<file path="config.mk">
export PLATFORM = sky130hd
export DESIGN_NAME = text_encoding_to_utf8_transcoder_top_flat
export DESIGN_NICKNAME = d
export VERILOG_FILES = /design/src/hw/rtl/te2u8_pkg.sv /design/src/hw/rtl/te2u8_ifs.sv /design/src/hw/rtl/te2u8_step.sv /design/src/hw/rtl/text_encoding_to_utf8_transcoder_top.sv /design/src/flat_wrapper.sv
export VERILOG_INCLUDE_DIRS = /design/src /design/src/hw/rtl
export SDC_FILE = /design/constraint.sdc
export NUM_CORES = 1
export LEC_CHECK = 0
export BUFFER_PORTS_ARGS = -buffer_cell sky130_fd_sc_hd__buf_2
export CAP_MARGIN = 20
export CELL_PAD_IN_SITES_DETAIL_PLACEMENT = 1
export CELL_PAD_IN_SITES_GLOBAL_PLACEMENT = 2
export CORE_MARGIN = 2
export CORE_UTILIZATION = 25
export DETAILED_ROUTE_END_ITERATION = 8
export HOLD_SLACK_MARGIN = 0.08
export PLACE_DENSITY_LB_ADDON = 0.05
export SLEW_MARGIN = 15
export SYNTH_ARGS = -nofsm -noshare
export SYNTH_HDL_FRONTEND = slang
export SYNTH_HIERARCHICAL = 1
export SYNTH_SLANG_ARGS = --single-unit
</file>
<file path="constraint.sdc">
create_clock -name clk -period 7.9 [get_ports clk]
set_clock_uncertainty 0.2 [all_clocks]
set_input_delay 0.79 -clock clk [delete_from_list [all_inputs] [get_ports clk]]
set_output_delay 0.79 -clock clk [all_outputs]
set_load 0.05 [all_outputs]
</file>
<file path="src/hw/rtl/text_encoding_to_utf8_transcoder_top_assert.svh">
// ----------------------------------------------------------------------------
// Transcoder assertion macros
// Concurrent check macros used by the transcoder top level
// ----------------------------------------------------------------------------
`ifndef TEXT_ENCODING_TO_UTF8_TRANSCODER_TOP_ASSERT_SVH
`define TEXT_ENCODING_TO_UTF8_TRANSCODER_TOP_ASSERT_SVH

`ifndef ASSERT_OFF

// same-cycle implication
`define TE2U8_ASSERT_IMP(label, clk, rst_n, lhs, rhs) \
    label: assert property (@(posedge clk) disable iff (!rst_n) (lhs) |-> (rhs)) \
        else $error("transcoder check failed");

// next-cycle implication
`define TE2U8_ASSERT_NXT(label, clk, rst_n, lhs, rhs) \
    label: assert property (@(posedge clk) disable iff (!rst_n) (lhs) |=> (rhs)) \
        else $error("transcoder check failed");

`else

`define TE2U8_ASSERT_IMP(label, clk, rst_n, lhs, rhs)
`define TE2U8_ASSERT_NXT(label, clk, rst_n, lhs, rhs)

`endif

`endif

</file>
<file path="src/hw/rtl/te2u8_pkg.sv">
// ----------------------------------------------------------------------------
// Transcoder package
// Encoding codes, constants and shared types of the UTF-8 transcoder
// ----------------------------------------------------------------------------
`default_nettype none

package te2u8_pkg;

    // per-string mode
    localparam logic [2:0] MODE_LATIN1  = 3'd0;
    localparam logic [2:0] MODE_U16_BOM = 3'd1;
    localparam logic [2:0] MODE_U16_BE  = 3'd2;
    localparam logic [2:0] MODE_UTF8    = 3'd3;
    localparam logic [2:0] MODE_UNKNOWN = 3'd4;

    localparam logic [7:0]  ENC_MAX_KNOWN = 8'd3;
    localparam logic [7:0]  ENC_U16_BOM   = 8'd1;
    localparam logic [7:0]  ENC_U16_BE    = 8'd2;

    localparam logic [15:0] UNIT_BOM_SWAPPED = 16'hFFFE;
    localparam logic [15:0] UNIT_SUR_LO      = 16'hD800;
    localparam logic [15:0] UNIT_SUR_HI      = 16'hDFFF;
    localparam logic [20:0] CP_SUPP_BASE     = 21'h10000;
    localparam int          SUR_SHIFT        = 'hA;

    localparam int MAX_RESULTS = 5;
    localparam int CNT_W       = $clog2(MAX_RESULTS + 1);

    typedef struct packed {
        logic [2:0] mode;
        logic       done_flag;
        logic       byte_pending;
        logic [7:0] held_byte;
        logic       order_mark_pending;
        logic       swap_bytes;
        logic       surrogate_pending;
        logic [9:0] high_bits;
    } st_t;

    localparam st_t ST_RESET = '{
        mode:               MODE_LATIN1,
        done_flag:          1'b1,
        byte_pending:       1'b0,
        held_byte:          8'h00,
        order_mark_pending: 1'b0,
        swap_bytes:         1'b0,
        surrogate_pending:  1'b0,
        high_bits:          10'h000
    };

    // result burst caused by one request
    typedef struct packed {
        logic [MAX_RESULTS-1:0][7:0] bytes;
        logic [CNT_W-1:0]            cnt;
        logic                        eos;
        logic                        err;
    } res_t;

endpackage

`default_nettype wire

</file>
<file path="src/hw/rtl/te2u8_ifs.sv">
// ----------------------------------------------------------------------------
// Transcoder channel interfaces
// Valid/ready channels for raw string bytes and UTF-8 results
// ----------------------------------------------------------------------------
`default_nettype none

interface te2u8_in_if;
    logic       valid;
    logic       ready;
    logic [7:0] in_byte;
    logic       first_of_string;
    logic [7:0] encoding;
    logic       last_of_string;

    modport source (output valid, output in_byte, output first_of_string,
                    output encoding, output last_of_string, input ready);
    modport sink   (input valid, input in_byte, input first_of_string,
                    input encoding, input last_of_string, output ready);
endinterface

interface te2u8_out_if;
    logic       valid;
    logic       ready;
    logic [7:0] out_byte;
    logic       end_of_string;
    logic       error;
    logic       last;

    modport source (output valid, output out_byte, output end_of_string,
                    output error, output last, input ready);
    modport sink   (input valid, input out_byte, input end_of_string,
                    input error, input last, output ready);
endinterface

`default_nettype wire

</file>
<file path="src/hw/rtl/te2u8_step.sv">
// ----------------------------------------------------------------------------
// Transcoder step logic
// Next string state and UTF-8 result burst for one input byte
// ----------------------------------------------------------------------------
`default_nettype none

module te2u8_step (
    input  wire logic [7:0]     in_byte,
    input  wire logic           first_of_string,
    input  wire logic [7:0]     encoding,
    input  wire logic           last_of_string,
    input  wire te2u8_pkg::st_t st,
    output te2u8_pkg::st_t      st_next,
    output te2u8_pkg::res_t     res
);
    import te2u8_pkg::*;

    st_t              ns;
    logic             term;
    logic             err;
    logic             enc_en;
    logic             raw_en;
    logic [20:0]      cp;
    logic [15:0]      unit;
    logic [CNT_W-1:0] n;
    logic [MAX_RESULTS-1:0][7:0] b;

    // state walk
    always_comb
    begin
        ns     = st;
        term   = 1'b0;
        err    = 1'b0;
        enc_en = 1'b0;
        raw_en = 1'b0;
        cp     = '0;
        unit   = '0;

        if (first_of_string)
        begin
            ns.mode               = (encoding <= ENC_MAX_KNOWN) ? encoding[2:0] : MODE_UNKNOWN;
            ns.done_flag          = 1'b0;
            ns.byte_pending       = 1'b0;
            ns.held_byte          = 8'h00;
            ns.order_mark_pending = (encoding == ENC_U16_BOM);
            ns.swap_bytes         = (encoding == ENC_U16_BE);
            ns.surrogate_pending  = 1'b0;
            ns.high_bits          = '0;
            if (encoding > ENC_MAX_KNOWN)
            begin
                term = 1'b1;
            end
        end

        if (!term && !ns.done_flag)
        begin
            case (ns.mode) inside
                MODE_LATIN1, MODE_UTF8:
                begin
                    if (in_byte == 8'h00)
                    begin
                        term = 1'b1;
                    end
                    else if (ns.mode == MODE_LATIN1)
                    begin
                        enc_en = 1'b1;
                        cp     = {13'b0, in_byte};
                    end
                    else
                    begin
                        raw_en = 1'b1;
                    end
                end
                MODE_U16_BOM, MODE_U16_BE:
                begin
                    if (!ns.byte_pending)
                    begin
                        ns.held_byte    = in_byte;
                        ns.byte_pending = 1'b1;
                    end
                    else
                    begin
                        unit = ns.swap_bytes ? {ns.held_byte, in_byte}
                                             : {in_byte, ns.held_byte};
                        ns.byte_pending = 1'b0;
                        if (ns.order_mark_pending)
                        begin
                            ns.order_mark_pending = 1'b0;
                            ns.swap_bytes         = (unit == UNIT_BOM_SWAPPED);
                            term                  = (unit == 16'h0000);
                        end
                        else if (ns.surrogate_pending)
                        begin
                            // low unit of the pair is taken as is
                            ns.surrogate_pending = 1'b0;
                            enc_en = 1'b1;
                            cp     = CP_SUPP_BASE
                                   + {1'b0, ns.high_bits, unit[9:0]};
                        end
                        else if (unit >= UNIT_SUR_LO && unit <= UNIT_SUR_HI)
                        begin
                            // unit minus the surrogate base keeps its low ten bits
                            ns.high_bits         = unit[SUR_SHIFT-1:0];
                            ns.surrogate_pending = 1'b1;
                        end
                        else if (unit == 16'h0000)
                        begin
                            term = 1'b1;
                        end
                        else
                        begin
                            enc_en = 1'b1;
                            cp     = {5'b0, unit};
                        end
                    end
                end
                default:
                begin
                end
            endcase

            if (!term && last_of_string)
            begin
                term = 1'b1;
                err  = ns.byte_pending | ns.surrogate_pending | ns.order_mark_pending;
            end
        end

        if (term)
        begin
            ns.done_flag = 1'b1;
        end
    end

    // utf-8 byte packing, terminator slot stays zero
    always_comb
    begin
        b = '0;
        n = '0;
        if (raw_en)
        begin
            b[0] = in_byte;
            n    = CNT_W'(1);
        end
        else if (enc_en)
        begin
            if (cp < 21'h80)
            begin
                b[0] = cp[7:0];
                n    = CNT_W'(1);
            end
            else if (cp < 21'h800)
            begin
                b[0] = {3'b110, cp[10:6]};
                b[1] = {2'b10, cp[5:0]};
                n    = CNT_W'(2);
            end
            else if (cp < 21'h10000)
            begin
                b[0] = {4'b1110, cp[15:12]};
                b[1] = {2'b10, cp[11:6]};
                b[2] = {2'b10, cp[5:0]};
                n    = CNT_W'(3);
            end
            else
            begin
                b[0] = {5'b11110, cp[20:18]};
                b[1] = {2'b10, cp[17:12]};
                b[2] = {2'b10, cp[11:6]};
                b[3] = {2'b10, cp[5:0]};
                n    = CNT_W'(4);
            end
        end
    end

    assign st_next   = ns;
    assign res.bytes = b;
    assign res.cnt   = n + CNT_W'(term);
    assign res.eos   = term;
    assign res.err   = err;

endmodule

`default_nettype wire

</file>
<file path="src/hw/rtl/text_encoding_to_utf8_transcoder_top.sv">
// ----------------------------------------------------------------------------
// Tag string to UTF-8 transcoder
// Turns Latin-1, UTF-16 (order mark or big-endian) and UTF-8 string bytes
// into UTF-8 bytes closed by a single zero terminator or error result
// ----------------------------------------------------------------------------
//  channel   dir  handshake     payload
//  in_ch     in   valid/ready   in_byte, first_of_string, encoding, last_of_string
//  out_ch    out  valid/ready   out_byte, end_of_string, error, last
//
//  a request is decoded in the cycle it is taken; its 0..5 result bytes leave
//  from a burst register at one byte per cycle while out_ch is ready
//  the next request is taken in the cycle the last byte of a burst is taken
//  rst_n clears string state (idle until a first byte) and drops any burst
//  out_ch stall holds the burst; in_ch sees ready low meanwhile
// ----------------------------------------------------------------------------
`default_nettype none

`include "text_encoding_to_utf8_transcoder_top_assert.svh"

module text_encoding_to_utf8_transcoder_top (
    input  wire logic   clk,
    input  wire logic   rst_n,
    te2u8_in_if.sink    in_ch,
    te2u8_out_if.source out_ch
);
    import te2u8_pkg::*;

    // string state, updated on every request
    st_t              st_reg;
    st_t              st_next;

    // result burst of the last request taken that produced bytes
    res_t             res_next;
    res_t             res_reg;
    logic             busy_reg;
    logic [CNT_W-1:0] idx_reg;

    logic             in_fire;
    logic             out_fire;
    logic             out_last;
    logic             burst_done;

    te2u8_step u_step (
        .in_byte         (in_ch.in_byte),
        .first_of_string (in_ch.first_of_string),
        .encoding        (in_ch.encoding),
        .last_of_string  (in_ch.last_of_string),
        .st              (st_reg),
        .st_next         (st_next),
        .res             (res_next)
    );

    // burst position of the byte on the output
    assign out_last   = (idx_reg == res_reg.cnt - CNT_W'(1));
    assign out_fire   = out_ch.valid && out_ch.ready;
    assign burst_done = out_fire && out_last;

    // take a request when the burst register is free or frees this cycle
    assign in_ch.ready = !busy_reg || burst_done;
    assign in_fire     = in_ch.valid && in_ch.ready;

    always_ff @(posedge clk or negedge rst_n)
    begin
        if (!rst_n)
        begin
            st_reg   <= ST_RESET;
            busy_reg <= 1'b0;
            idx_reg  <= '0;
        end
        else
        begin
            if (in_fire)
            begin
                st_reg <= st_next;
            end

            if (in_fire && res_next.cnt != '0)
            begin
                busy_reg <= 1'b1;
                idx_reg  <= '0;
            end
            else if (burst_done)
            begin
                busy_reg <= 1'b0;
            end
            else if (out_fire)
            begin
                idx_reg <= idx_reg + CNT_W'(1);
            end
        end
    end

    // burst payload, no reset needed
    always_ff @(posedge clk)
    begin
        if (in_fire && res_next.cnt != '0)
        begin
            res_reg <= res_next;
        end
    end

    assign out_ch.valid         = busy_reg;
    assign out_ch.out_byte      = res_reg.bytes[idx_reg];
    assign out_ch.last          = out_last;
    assign out_ch.end_of_string = out_last && res_reg.eos;
    assign out_ch.error         = out_last && res_reg.err;

    // ------------------------------------------------------------------------
    // checks
    // ------------------------------------------------------------------------

    // burst index stays inside the loaded burst
    `TE2U8_ASSERT_IMP(a_idx_in_burst, clk, rst_n, busy_reg, idx_reg < res_reg.cnt)

    // a closed string produces nothing until the next first byte
    `TE2U8_ASSERT_IMP(a_idle_silent, clk, rst_n,
        in_fire && st_reg.done_flag && !in_ch.first_of_string, res_next.cnt == '0)

    // an error result always closes its string
    `TE2U8_ASSERT_IMP(a_err_closes, clk, rst_n,
        out_ch.valid && out_ch.error, out_ch.end_of_string && out_ch.last)

    // closing a string leaves the state done
    `TE2U8_ASSERT_NXT(a_eos_done, clk, rst_n,
        in_fire && res_next.eos, st_reg.done_flag)

endmodule

`default_nettype wire

</file>
<file path="src/flat_wrapper.sv">
// flat-port wrapper written by rule: the top's interface ports become plain ports
module text_encoding_to_utf8_transcoder_top_flat import te2u8_pkg::*;
  (clk, rst_n, in_ch_valid, in_ch_in_byte, in_ch_first_of_string, in_ch_encoding, in_ch_last_of_string, in_ch_ready, out_ch_valid, out_ch_out_byte, out_ch_end_of_string, out_ch_error, out_ch_last, out_ch_ready);
  te2u8_in_if in_ch_i ();
  te2u8_out_if out_ch_i ();
  input  wire logic clk;
  input  wire logic rst_n;
  input wire logic [$bits(in_ch_i.valid)-1:0] in_ch_valid;
  input wire logic [$bits(in_ch_i.in_byte)-1:0] in_ch_in_byte;
  input wire logic [$bits(in_ch_i.first_of_string)-1:0] in_ch_first_of_string;
  input wire logic [$bits(in_ch_i.encoding)-1:0] in_ch_encoding;
  input wire logic [$bits(in_ch_i.last_of_string)-1:0] in_ch_last_of_string;
  output wire logic [$bits(in_ch_i.ready)-1:0] in_ch_ready;
  output wire logic [$bits(out_ch_i.valid)-1:0] out_ch_valid;
  output wire logic [$bits(out_ch_i.out_byte)-1:0] out_ch_out_byte;
  output wire logic [$bits(out_ch_i.end_of_string)-1:0] out_ch_end_of_string;
  output wire logic [$bits(out_ch_i.error)-1:0] out_ch_error;
  output wire logic [$bits(out_ch_i.last)-1:0] out_ch_last;
  input wire logic [$bits(out_ch_i.ready)-1:0] out_ch_ready;
  assign in_ch_i.valid = in_ch_valid;
  assign in_ch_i.in_byte = in_ch_in_byte;
  assign in_ch_i.first_of_string = in_ch_first_of_string;
  assign in_ch_i.encoding = in_ch_encoding;
  assign in_ch_i.last_of_string = in_ch_last_of_string;
  assign in_ch_ready = in_ch_i.ready;
  assign out_ch_valid = out_ch_i.valid;
  assign out_ch_out_byte = out_ch_i.out_byte;
  assign out_ch_end_of_string = out_ch_i.end_of_string;
  assign out_ch_error = out_ch_i.error;
  assign out_ch_last = out_ch_i.last;
  assign out_ch_i.ready = out_ch_ready;
  text_encoding_to_utf8_transcoder_top u_core (.clk(clk), .rst_n(rst_n), .in_ch(in_ch_i), .out_ch(out_ch_i));
endmodule
</file>
======== Word-level counts from Yosys, hierarchy flattened ========
Index checks and enable logic that the tools add are counted.
word-level totals
  output and inout bits ................... 13
  bits in registers ....................... 67
  word-level logic and storage cells ...... 140
  bits of input ports ..................... 22
operators by class
  multiplexer cells ....................... 71
  equal/unequal tests ..................... 8
  bitwise operators ....................... 3
  reductions and logical operators ........ 27
  add/sub/neg operators ................... 4
  magnitude comparators ................... 8
operators by type and width
  operator                  count
  $mux W21                  7
  $mux W22                  5
  $mux W8                   8
  $mux W16                  3
  $mux W1                   33
  $mux W3                   9
  $mux W26                  1
  $bmux W8 S3               1
  $mux W11                  2
  $add A17 B20 Y21 const A  1
  $lt A21 B12 Y1 const B    1
  $lt A21 B17 Y1 const B    1
  $lt A21 B8 Y1 const B     1
  $eq A16 B16 Y1 const B    1
  $ge A16 B16 Y1 const B    1
  $le A16 B16 Y1 const B    1
  $logic_not A16 Y1         1
  $mux W13                  1
  $mux W10                  1
  $logic_and A1 B1 Y1       9
  $eq A8 B1 Y1 const B      1
  $eq A8 B2 Y1 const B      1
  $gt A8 B2 Y1 const B      1
  $le A8 B2 Y1 const B      1
  other kinds (21)          29

======== Logic depth before layout (Yosys ltp) ========
Gate-level depths: netlist of the first run.
  depth in word-level cells ............... 24
  gate-level depth with buffers ........... 22
  mapped depth without buffers ............ 18

======== Modules after synthesis ========
Netlist of the first run, hierarchy kept.
by module, submodules not included
  module                                instances  area each (sq um)  seq. area each (sq um)  cells each
  text_encoding_to_utf8_transcoder_top  1          3047.9             2103.3                  172
  te2u8_step                            1          2468.6             0.0                     400

======== Worst setup path before layout of the first run ========
No wires, ideal clock.
  path type ............................... input -> register
  start ................................... input in_ch_first_of_string
  end ..................................... register u_core/res_reg[0] (netlist name) (enable)
  setup time .............................. 0.523 ns
  setup slack ............................. -0.640 ns
  arrival ................................. 7.817 ns
  required time ........................... 7.177 ns
  stages .................................. 20
  path buffers ............................ 4
  path through ............................ buf_1 > clkbuf_1 > clkbuf_1 > buf_1 > nor2b_1 > ha_1 > or2_2 > o32ai_1 > nand2_1 > nand2_1 > inv_1 > nor3b_4 > and2_1 > inv_2 > a21oi_1 > ha_1 > ha_1 > xor2_1 > nor3_1 > a211oi_1
RTL lines
  item                  RTL line                                    text
  start, declared       flat_wrapper.sv:10                          input wire logic [$bits(in_ch_i.first_of_string)-1:0] in_ch_first_of_string;
  end signal, assigned  text_encoding_to_utf8_transcoder_top.sv:98  res_reg <= res_next;
  end, declared         text_encoding_to_utf8_transcoder_top.sv:34  res_t res_reg;

==> run summary, run 1 <==
Reg2reg start -> u_core/st_reg[11]
Post-CTS Resized -> 0
Number of synthesized flops with an enable pin -> 45
Die width -> 153 um
CP arrival -> 5.74 ns
CP endpoint kind -> register
CP endpoint -> u_core/res_reg[30]
Clock root buffer -> clkbuf_16
Flop2flop setup slack -> 1.98 ns
RD Place Congestion -> 0.869
Slew HR -> 30.7%
Detail Route Antenna Nets -> 0
Multi-input gate area -> 3100 um^2
P_leak -> 0.00236 uW
Worst Hold Class -> in2async
Max clock buf depth -> 2
Post-CTS Setup Inserts -> 0
Status -> finished, final reports clean
Overall Power -> 1380 uW
Largest family of logic cells by synthesized area -> compound AO/OA/AOI/OAI gates
Buffer and inverter count on the worst path -> 2
Via density -> 5.14
Cts bufs inserted -> 9
Crit path max fanout -> 37
Most common cell after layout, fill and taps aside -> nand2_1
GRT overflow -> 0
Number of max-cap violations -> 0
Synth Area in XOR/XNOR -> 2.00%
IO Count -> 35
DRC Markers -> 0
Ant diodes -> 0
Top FF cell, synth -> edfxtp_1
Clock sink count -> 75
Register area -> 2100 um^2
Max reg flops -> 45
CP Launch Point -> u_core/st_reg[11]
WL/cell -> 22.0 um
# hold bufs at CTS -> 0
Initial antenna violation count -> 0
Async S/R FF share, synth -> 40.0%
Clk Latency, worst-skew pair -> 0.34 ns
WP depth -> 15
DPL Wire Length -> 14.7 mm
Initial Util -> 25.4%
Post-synthesis compound-gate area fraction -> 20.0%
Reg-to-Reg End -> u_core/res_reg[30]
DIE HEIGHT -> 153 um
Final Slew Violations -> 0
Core Region -> 21800 um^2
Htree depth -> 3
FP Rows -> 54
WS Path Type -> reg2reg
CTS tree -> built
Worst path most repeated cell -> ha_1
Setup violators final -> 0
Full die area -> 23300 um^2
Required time worst endpoint -> 7.72 ns
Largest net degree at the start of global routing -> 47
Yosys warning count -> 6
Mux cell area share after synthesis -> 13.6%
Clock Pin Slew Worst Setup and Hold Paths -> 0.06 ns
Layout area overhead -> 12.1%
Max VDD drop -> 0.0903 mV
Vias in the first global route -> 4858
Worst path slowest cell -> dfrtp_1
Port buffer count -> 34
RSZ-0062 raised after global routing -> false
Worst-path cell chain -> nor2b_1, and3_1, o21bai_1, a31oi_1, a221oi_2, nor3b_4, inv_2, nand2_1, a21oi_1, ha_1, ha_1, xor2_1, nor3_1, a211oi_4, buf_12
R2r worst-path depth -> 15
Sequential-to-total area share from yosys stat -> 38.1%
Critical path's top delay family -> compound AO/OA/AOI/OAI gates
PwrDens -> 223 nW/um^2
Transition time of the tightest slew-check pin -> 1.03 ns
Simple-Gate Fraction of Synth Area -> 18.5%
Gr usage total -> 16.8%
Syn Area/Cell -> 9.64 um^2
Hold Vio Cnt, Final -> 0
FMAX -> 169 MHz
Most frequent cells in the layout -> 67 x nand2_1, 47 x nor2_1, 45 x o21ai_0, 45 x edfxtp_1, 34 x buf_2
Startpoint Class -> register
Initial DRT Pass Iterations -> 4
Final wirelength -> 19.2 mm
Yosys cell types -> 82
Critical path's largest stage delay -> 1.03 ns
Initial DRC count -> 188
Via count -> 4491
Tmin final -> 5.92 ns
First-pass GRT wire length -> 30.0 mm
Fraction of layout cells with a size suffix above 1 -> 20.2%
Fin crit share -> 74.9%
Fin nets -> 617
Cell area after synthesis -> 5520 um^2
FILL cells -> 2511
Post-Synth Adder-Cell Area -> 1.13%
Cells after Synth -> 572
Flops & latches, synth -> 75
Setup TNS -> 0 ns
==> worst reg2reg max path, stage by stage, from the launching register on <==
cell,delay (ns)
dfrtp_1,1.03
nor2b_1,0.41
and3_1,0.24
o21bai_1,0.28
a31oi_1,0.25
a221oi_2,0.45
nor3b_4,0.60
inv_2,0.22
nand2_1,0.20
a21oi_1,0.10
ha_1,0.19
ha_1,0.18
xor2_1,0.19
nor3_1,0.12
a211oi_4,0.63
buf_12,0.30
==> cells by family (layout without fill, tap and decap cells) <==
kind of cell | count (synthesis) | in the layout
other | 1 | 11
DFF | 75 | 75
xor gates and xnor gates | 11 | 11
AOI/OAI and AO/OA | 154 | 154
and+or+nand+nor | 201 | 201
adders and majority gates | 5 | 5
buffers and inverters | 71 | 83
muxes | 54 | 54
==> layout make-up <==
class / instances / area share [%]
well taps: 280 / 5.67
flip-flops and latches: 75 / 34.0
multi-input cells: 436 / 50.1
clock inverters: 6 / 0.931
inverters: 24 / 1.46
clock buffers: 9 / 3.64
repair buffers: 44 / 4.17
==> where the power goes <==
| part | total (uW) | internal (uW) | switching [uW] |
|---|---|---|---|
| logic | 464 | 157 | 307 |
| clock network | 402 | 240 | 162 |
| registers | 511 | 453 | 57.1 |
==> cells in the mapped netlist, drive strengths merged, types with 3 or more instances <==
cell type / number / share of area, %
a211oi: 10 / 1.4
or3: 4 / 0.45
a21o: 5 / 0.68
nor2b: 6 / 0.68
xnor2: 6 / 0.95
clkbuf: 20 / 1.4
o32ai: 5 / 0.79
nor2: 47 / 3.2
nand3: 15 / 1.5
and2: 12 / 1.4
o22ai: 7 / 0.79
or2: 6 / 0.68
o22a: 4 / 0.63
a22oi: 6 / 0.82
mux2: 28 / 7.1
xor2: 4 / 0.63
o211ai: 4 / 0.54
a31oi: 14 / 1.9
inv: 23 / 1.6
a21oi: 16 / 1.5
ha: 5 / 1.1
nand2b: 3 / 0.34
and3: 7 / 0.79
mux2i: 18 / 3.3
o21ai: 47 / 4.3
nor3b: 4 / 0.95
buf: 27 / 3.6
mux4: 8 / 3.3
dfrtp: 29 / 13
o31ai: 7 / 0.95
a311oi: 4 / 0.75
nor3: 10 / 0.91
or4: 4 / 0.61
nor4: 7 / 0.91
nand4: 3 / 0.34
edfxtp: 45 / 24
nand2: 67 / 4.6
==> worst min-delay path by stage <==
stage,from,to,depth (start not counted)
2_1_floorplan,rst_n,u_core/idx_reg[0],0
3_3_place_gp,u_core/st_reg[0],u_core/st_reg[0],1
3_5_place_dp,u_core/st_reg[14],u_core/st_reg[14],1
4_1_cts,rst_n,u_core/st_reg[19],1
5_1_grt,u_core/st_reg[4],u_core/st_reg[4],1
6_report,rst_n,u_core/st_reg[19],1
==> through the flow <==
step                cell area (um^2)  setup WS, ns  instances  hold WS (ns)  util (%)
global placement                5900          1.64        859         0.341      27.1
detailed placement              5900          1.60        859         0.350      27.1
global route                    6180          1.52        874         0.384      28.4
finish                          6180          1.98        874         0.333      28.4
CTS                             6180          1.97        874         0.363      28.4
floorplan                       5560         0.992        582         0.294         -
==> metal layers <==
layer	vias up	GRT usage (%)	part of all wire, %
met1	2243	20.9	45
met5	-	0	0
li1	2155	-	-
met3	19	2.39	2.8
met4	0	4.28	1.6
met2	74	30.6	51
Note: power is estimated with default switching activity, not from simulation.
==> inputs of run 2 (changes only) <==
==> constraint.sdc (replaced) <==
create_clock -name clk -period 5.4 [get_ports clk]
set_clock_uncertainty 0.2 [all_clocks]
set_input_delay 0.54 -clock clk [delete_from_list [all_inputs] [get_ports clk]]
set_output_delay 0.54 -clock clk [all_outputs]
set_load 0.05 [all_outputs]
==> run 2 against run 1 <==
Against the previous run:
- global-route usage is 0.18 points higher
- critical endpoint is now u_core/res_reg[10]
- via count is 0.18% lower
- cell count is 1.3% higher
- critical path depth stayed put
- register-to-register slack worse by 1.5 ns
- highest routed layer unchanged
- combinational power is 47% higher
==> run summary, run 2 (synthesis results as in run 1) <==
Hold Slack -> 0.0863 ns (was 0.333 ns)
Fraction of layout cells with a size suffix above 1 -> 22.0% (was 20.2%)
Layout area overhead -> 13.9% (was 12.1%)
Ant diodes -> 0 (unchanged)
Number of max-cap violations -> 0 (unchanged)
WL met1 -> 8.87 mm (was 8.66 mm)
Max clock buf depth -> 2 (unchanged)
Fin crit share -> 91.3% (was 74.9%)
Final wirelength -> 19.5 mm (was 19.2 mm)
Vias in the first global route -> 4775 (was 4858)
FP Rows -> 54 (unchanged)
Fin nets -> 627 (was 617)
Post-CTS Resized -> 0 (unchanged)
Startpoint Class -> register (unchanged)
Final Slew Violations -> 0 (unchanged)
CTS tree -> built (unchanged)
WL/cell -> 22.0 um (about the same)
Clk Latency, worst-skew pair -> 0.35 ns (was 0.34 ns)
Core Region -> 21800 um^2 (unchanged)
Most common cell after layout, fill and taps aside -> nand2_1 (unchanged)
Via count -> 4483 (was 4491)
GRT overflow -> 0 (unchanged)
DIE HEIGHT -> 153 um (unchanged)
Gr usage total -> 17.0% (was 16.8%)
Clock root buffer -> clkbuf_16 (unchanged)
Post-CTS Setup Inserts -> 0 (unchanged)
CP Launch Point -> u_core/st_reg[11] (unchanged)
Cts bufs inserted -> 9 (unchanged)
RD Place Congestion -> 0.841 (was 0.869)
FMAX -> 203 MHz (was 169 MHz)
Via density -> 5.07 (was 5.14)
Status -> finished, final reports clean (unchanged)
Flop2flop setup slack -> 0.47 ns (was 1.98 ns)
PwrDens -> 326 nW/um^2 (was 223 nW/um^2)
R2r worst-path depth -> 15 (unchanged)
Reg-to-Reg End -> u_core/res_reg[10] (was u_core/res_reg[30])
Met2 Routed Length -> 9.90 mm (was 9.72 mm)
Initial antenna violation count -> 0 (unchanged)
Worst Hold Class -> in2async (unchanged)
DRC Markers -> 0 (unchanged)
CP arrival -> 4.75 ns (was 5.74 ns)
DPL Wire Length -> 14.8 mm (was 14.7 mm)
Port buffer count -> 34 (unchanged)
IO Count -> 35 (unchanged)
Full die area -> 23300 um^2 (unchanged)
Clock Pin Slew Worst Setup and Hold Paths -> 0.07 ns (was 0.06 ns)
Overall Power -> 2050 uW (was 1380 uW)
Largest net degree at the start of global routing -> 48 (was 47)
Crit path max fanout -> 47 (was 37)
Tmin final -> 4.93 ns (was 5.92 ns)
First-pass GRT wire length -> 30.3 mm (was 30.0 mm)
FILL cells -> 2494 (was 2511)
Initial DRT Pass Iterations -> 4 (unchanged)
Layout Utilization -> 28.9% (was 28.4%)
Setup TNS -> 0 ns (unchanged)
Most frequent cells in the layout -> 67 x nand2_1, 47 x nor2_1, 45 x o21ai_0, 45 x edfxtp_1, 34 x buf_2 (unchanged)
Highest Signal Layer -> met4 (unchanged)
Htree depth -> 3 (unchanged)
Setup violators final -> 0 (unchanged)
Initial DRC count -> 239 (was 188)
Transition time of the tightest slew-check pin -> 0.835 ns (was 1.03 ns)
WL met3 -> 448 um (was 541 um)
Die width -> 153 um (unchanged)
Max reg flops -> 45 (unchanged)
Initial Util -> 25.4% (unchanged)
Max VDD drop -> 0.131 mV (was 0.0903 mV)
RSZ-0062 raised after global routing -> false (unchanged)
WS Path Type -> reg2reg (unchanged)
Hold Vio Cnt, Final -> 0 (unchanged)
Detail Route Antenna Nets -> 0 (unchanged)
CP endpoint kind -> register (unchanged)
P_leak -> 0.00242 uW (was 0.00236 uW)
Clock sink count -> 75 (unchanged)
# hold bufs at CTS -> 0 (unchanged)
Slew HR -> 44.2% (was 30.7%)
Required time worst endpoint -> 5.22 ns (was 7.72 ns)
Reg2reg start -> u_core/st_reg[11] (unchanged)
[run 2: changes by cell type in the layout (fill, tap and decap cells not counted)]
cell / change
buf_4: +9
buf_12: +1
clkinv_2: +1
clkinv_4: +2
clkinvlp_4: -1
and2_4: +1
clkinv_1: -1
and2_1: -1
[run 2: worst max path at each step]
| stage | to | depth (start not counted) | slack [ns] |
|---|---|---|---|
| 2_1_floorplan | u_core/res_reg[0] | 20 | 0.01 |
| 3_3_place_gp | u_core/res_reg[25] | 15 | 0.39 |
| 3_5_place_dp | u_core/res_reg[25] | 15 | 0.22 |
| 4_1_cts | u_core/res_reg[13] | 15 | 0.48 |
| 5_1_grt | u_core/res_reg[13] | 14 | 0.1 |
| 6_report | u_core/res_reg[10] | 15 | 0.47 |
[run 2: layout make-up]
| class | count | area, um^2 | area share (%) |
|---|---|---|---|
| clock inverters | 7 | 68.8 | 1.10 |
| repair buffers | 54 | 345 | 5.50 |
| flip-flops and latches | 75 | 2100 | 33.5 |
| inverters | 24 | 90.1 | 1.43 |
| well taps | 280 | 350 | 5.58 |
| clock buffers | 9 | 225 | 3.58 |
| multi-input cells | 436 | 3100 | 49.3 |
[run 2: metrics by stage]
stage | setup slack (ns) | cells | instance area (um^2)
final | 0.472 | 885 | 6280
after floorplan | 0.00952 | 582 | 5580
after global placement | 0.385 | 869 | 5990
after global routing | 0.0984 | 885 | 6280
after detailed placement | 0.224 | 869 | 5990
after CTS | 0.480 | 885 | 6280
[run 2: report_power, final]
group | leakage [uW] | internal [uW] | switching [uW]
Sequential | 0.000821 | 663 | 84.9
Combinational | 0.00146 | 233 | 451
Clock | 0.000143 | 357 | 263
Total | 0.00242 | 1250 | 799
[run 2: worst max-delay path, stage by stage (launching register included)]
cell      delay, ns
dfrtp_1        0.78
buf_4          0.32
mux2i_1        0.21
nor2_1         0.07
a31oi_1        0.31
nand4_1        0.22
or3_1          0.40
o31ai_1        0.37
nor2_1         0.11
o22ai_1        0.36
ha_1           0.24
ha_1           0.16
xor2_1         0.19
nor3_1         0.11
a211oi_4       0.23
buf_12         0.29
[run 2: layer usage]
metal  track usage (%)  up-vias
met5                 0        -
met4              3.75        0
met3              2.28       12
met2              30.4       53
met1              21.8     2242
li1                  -     2176
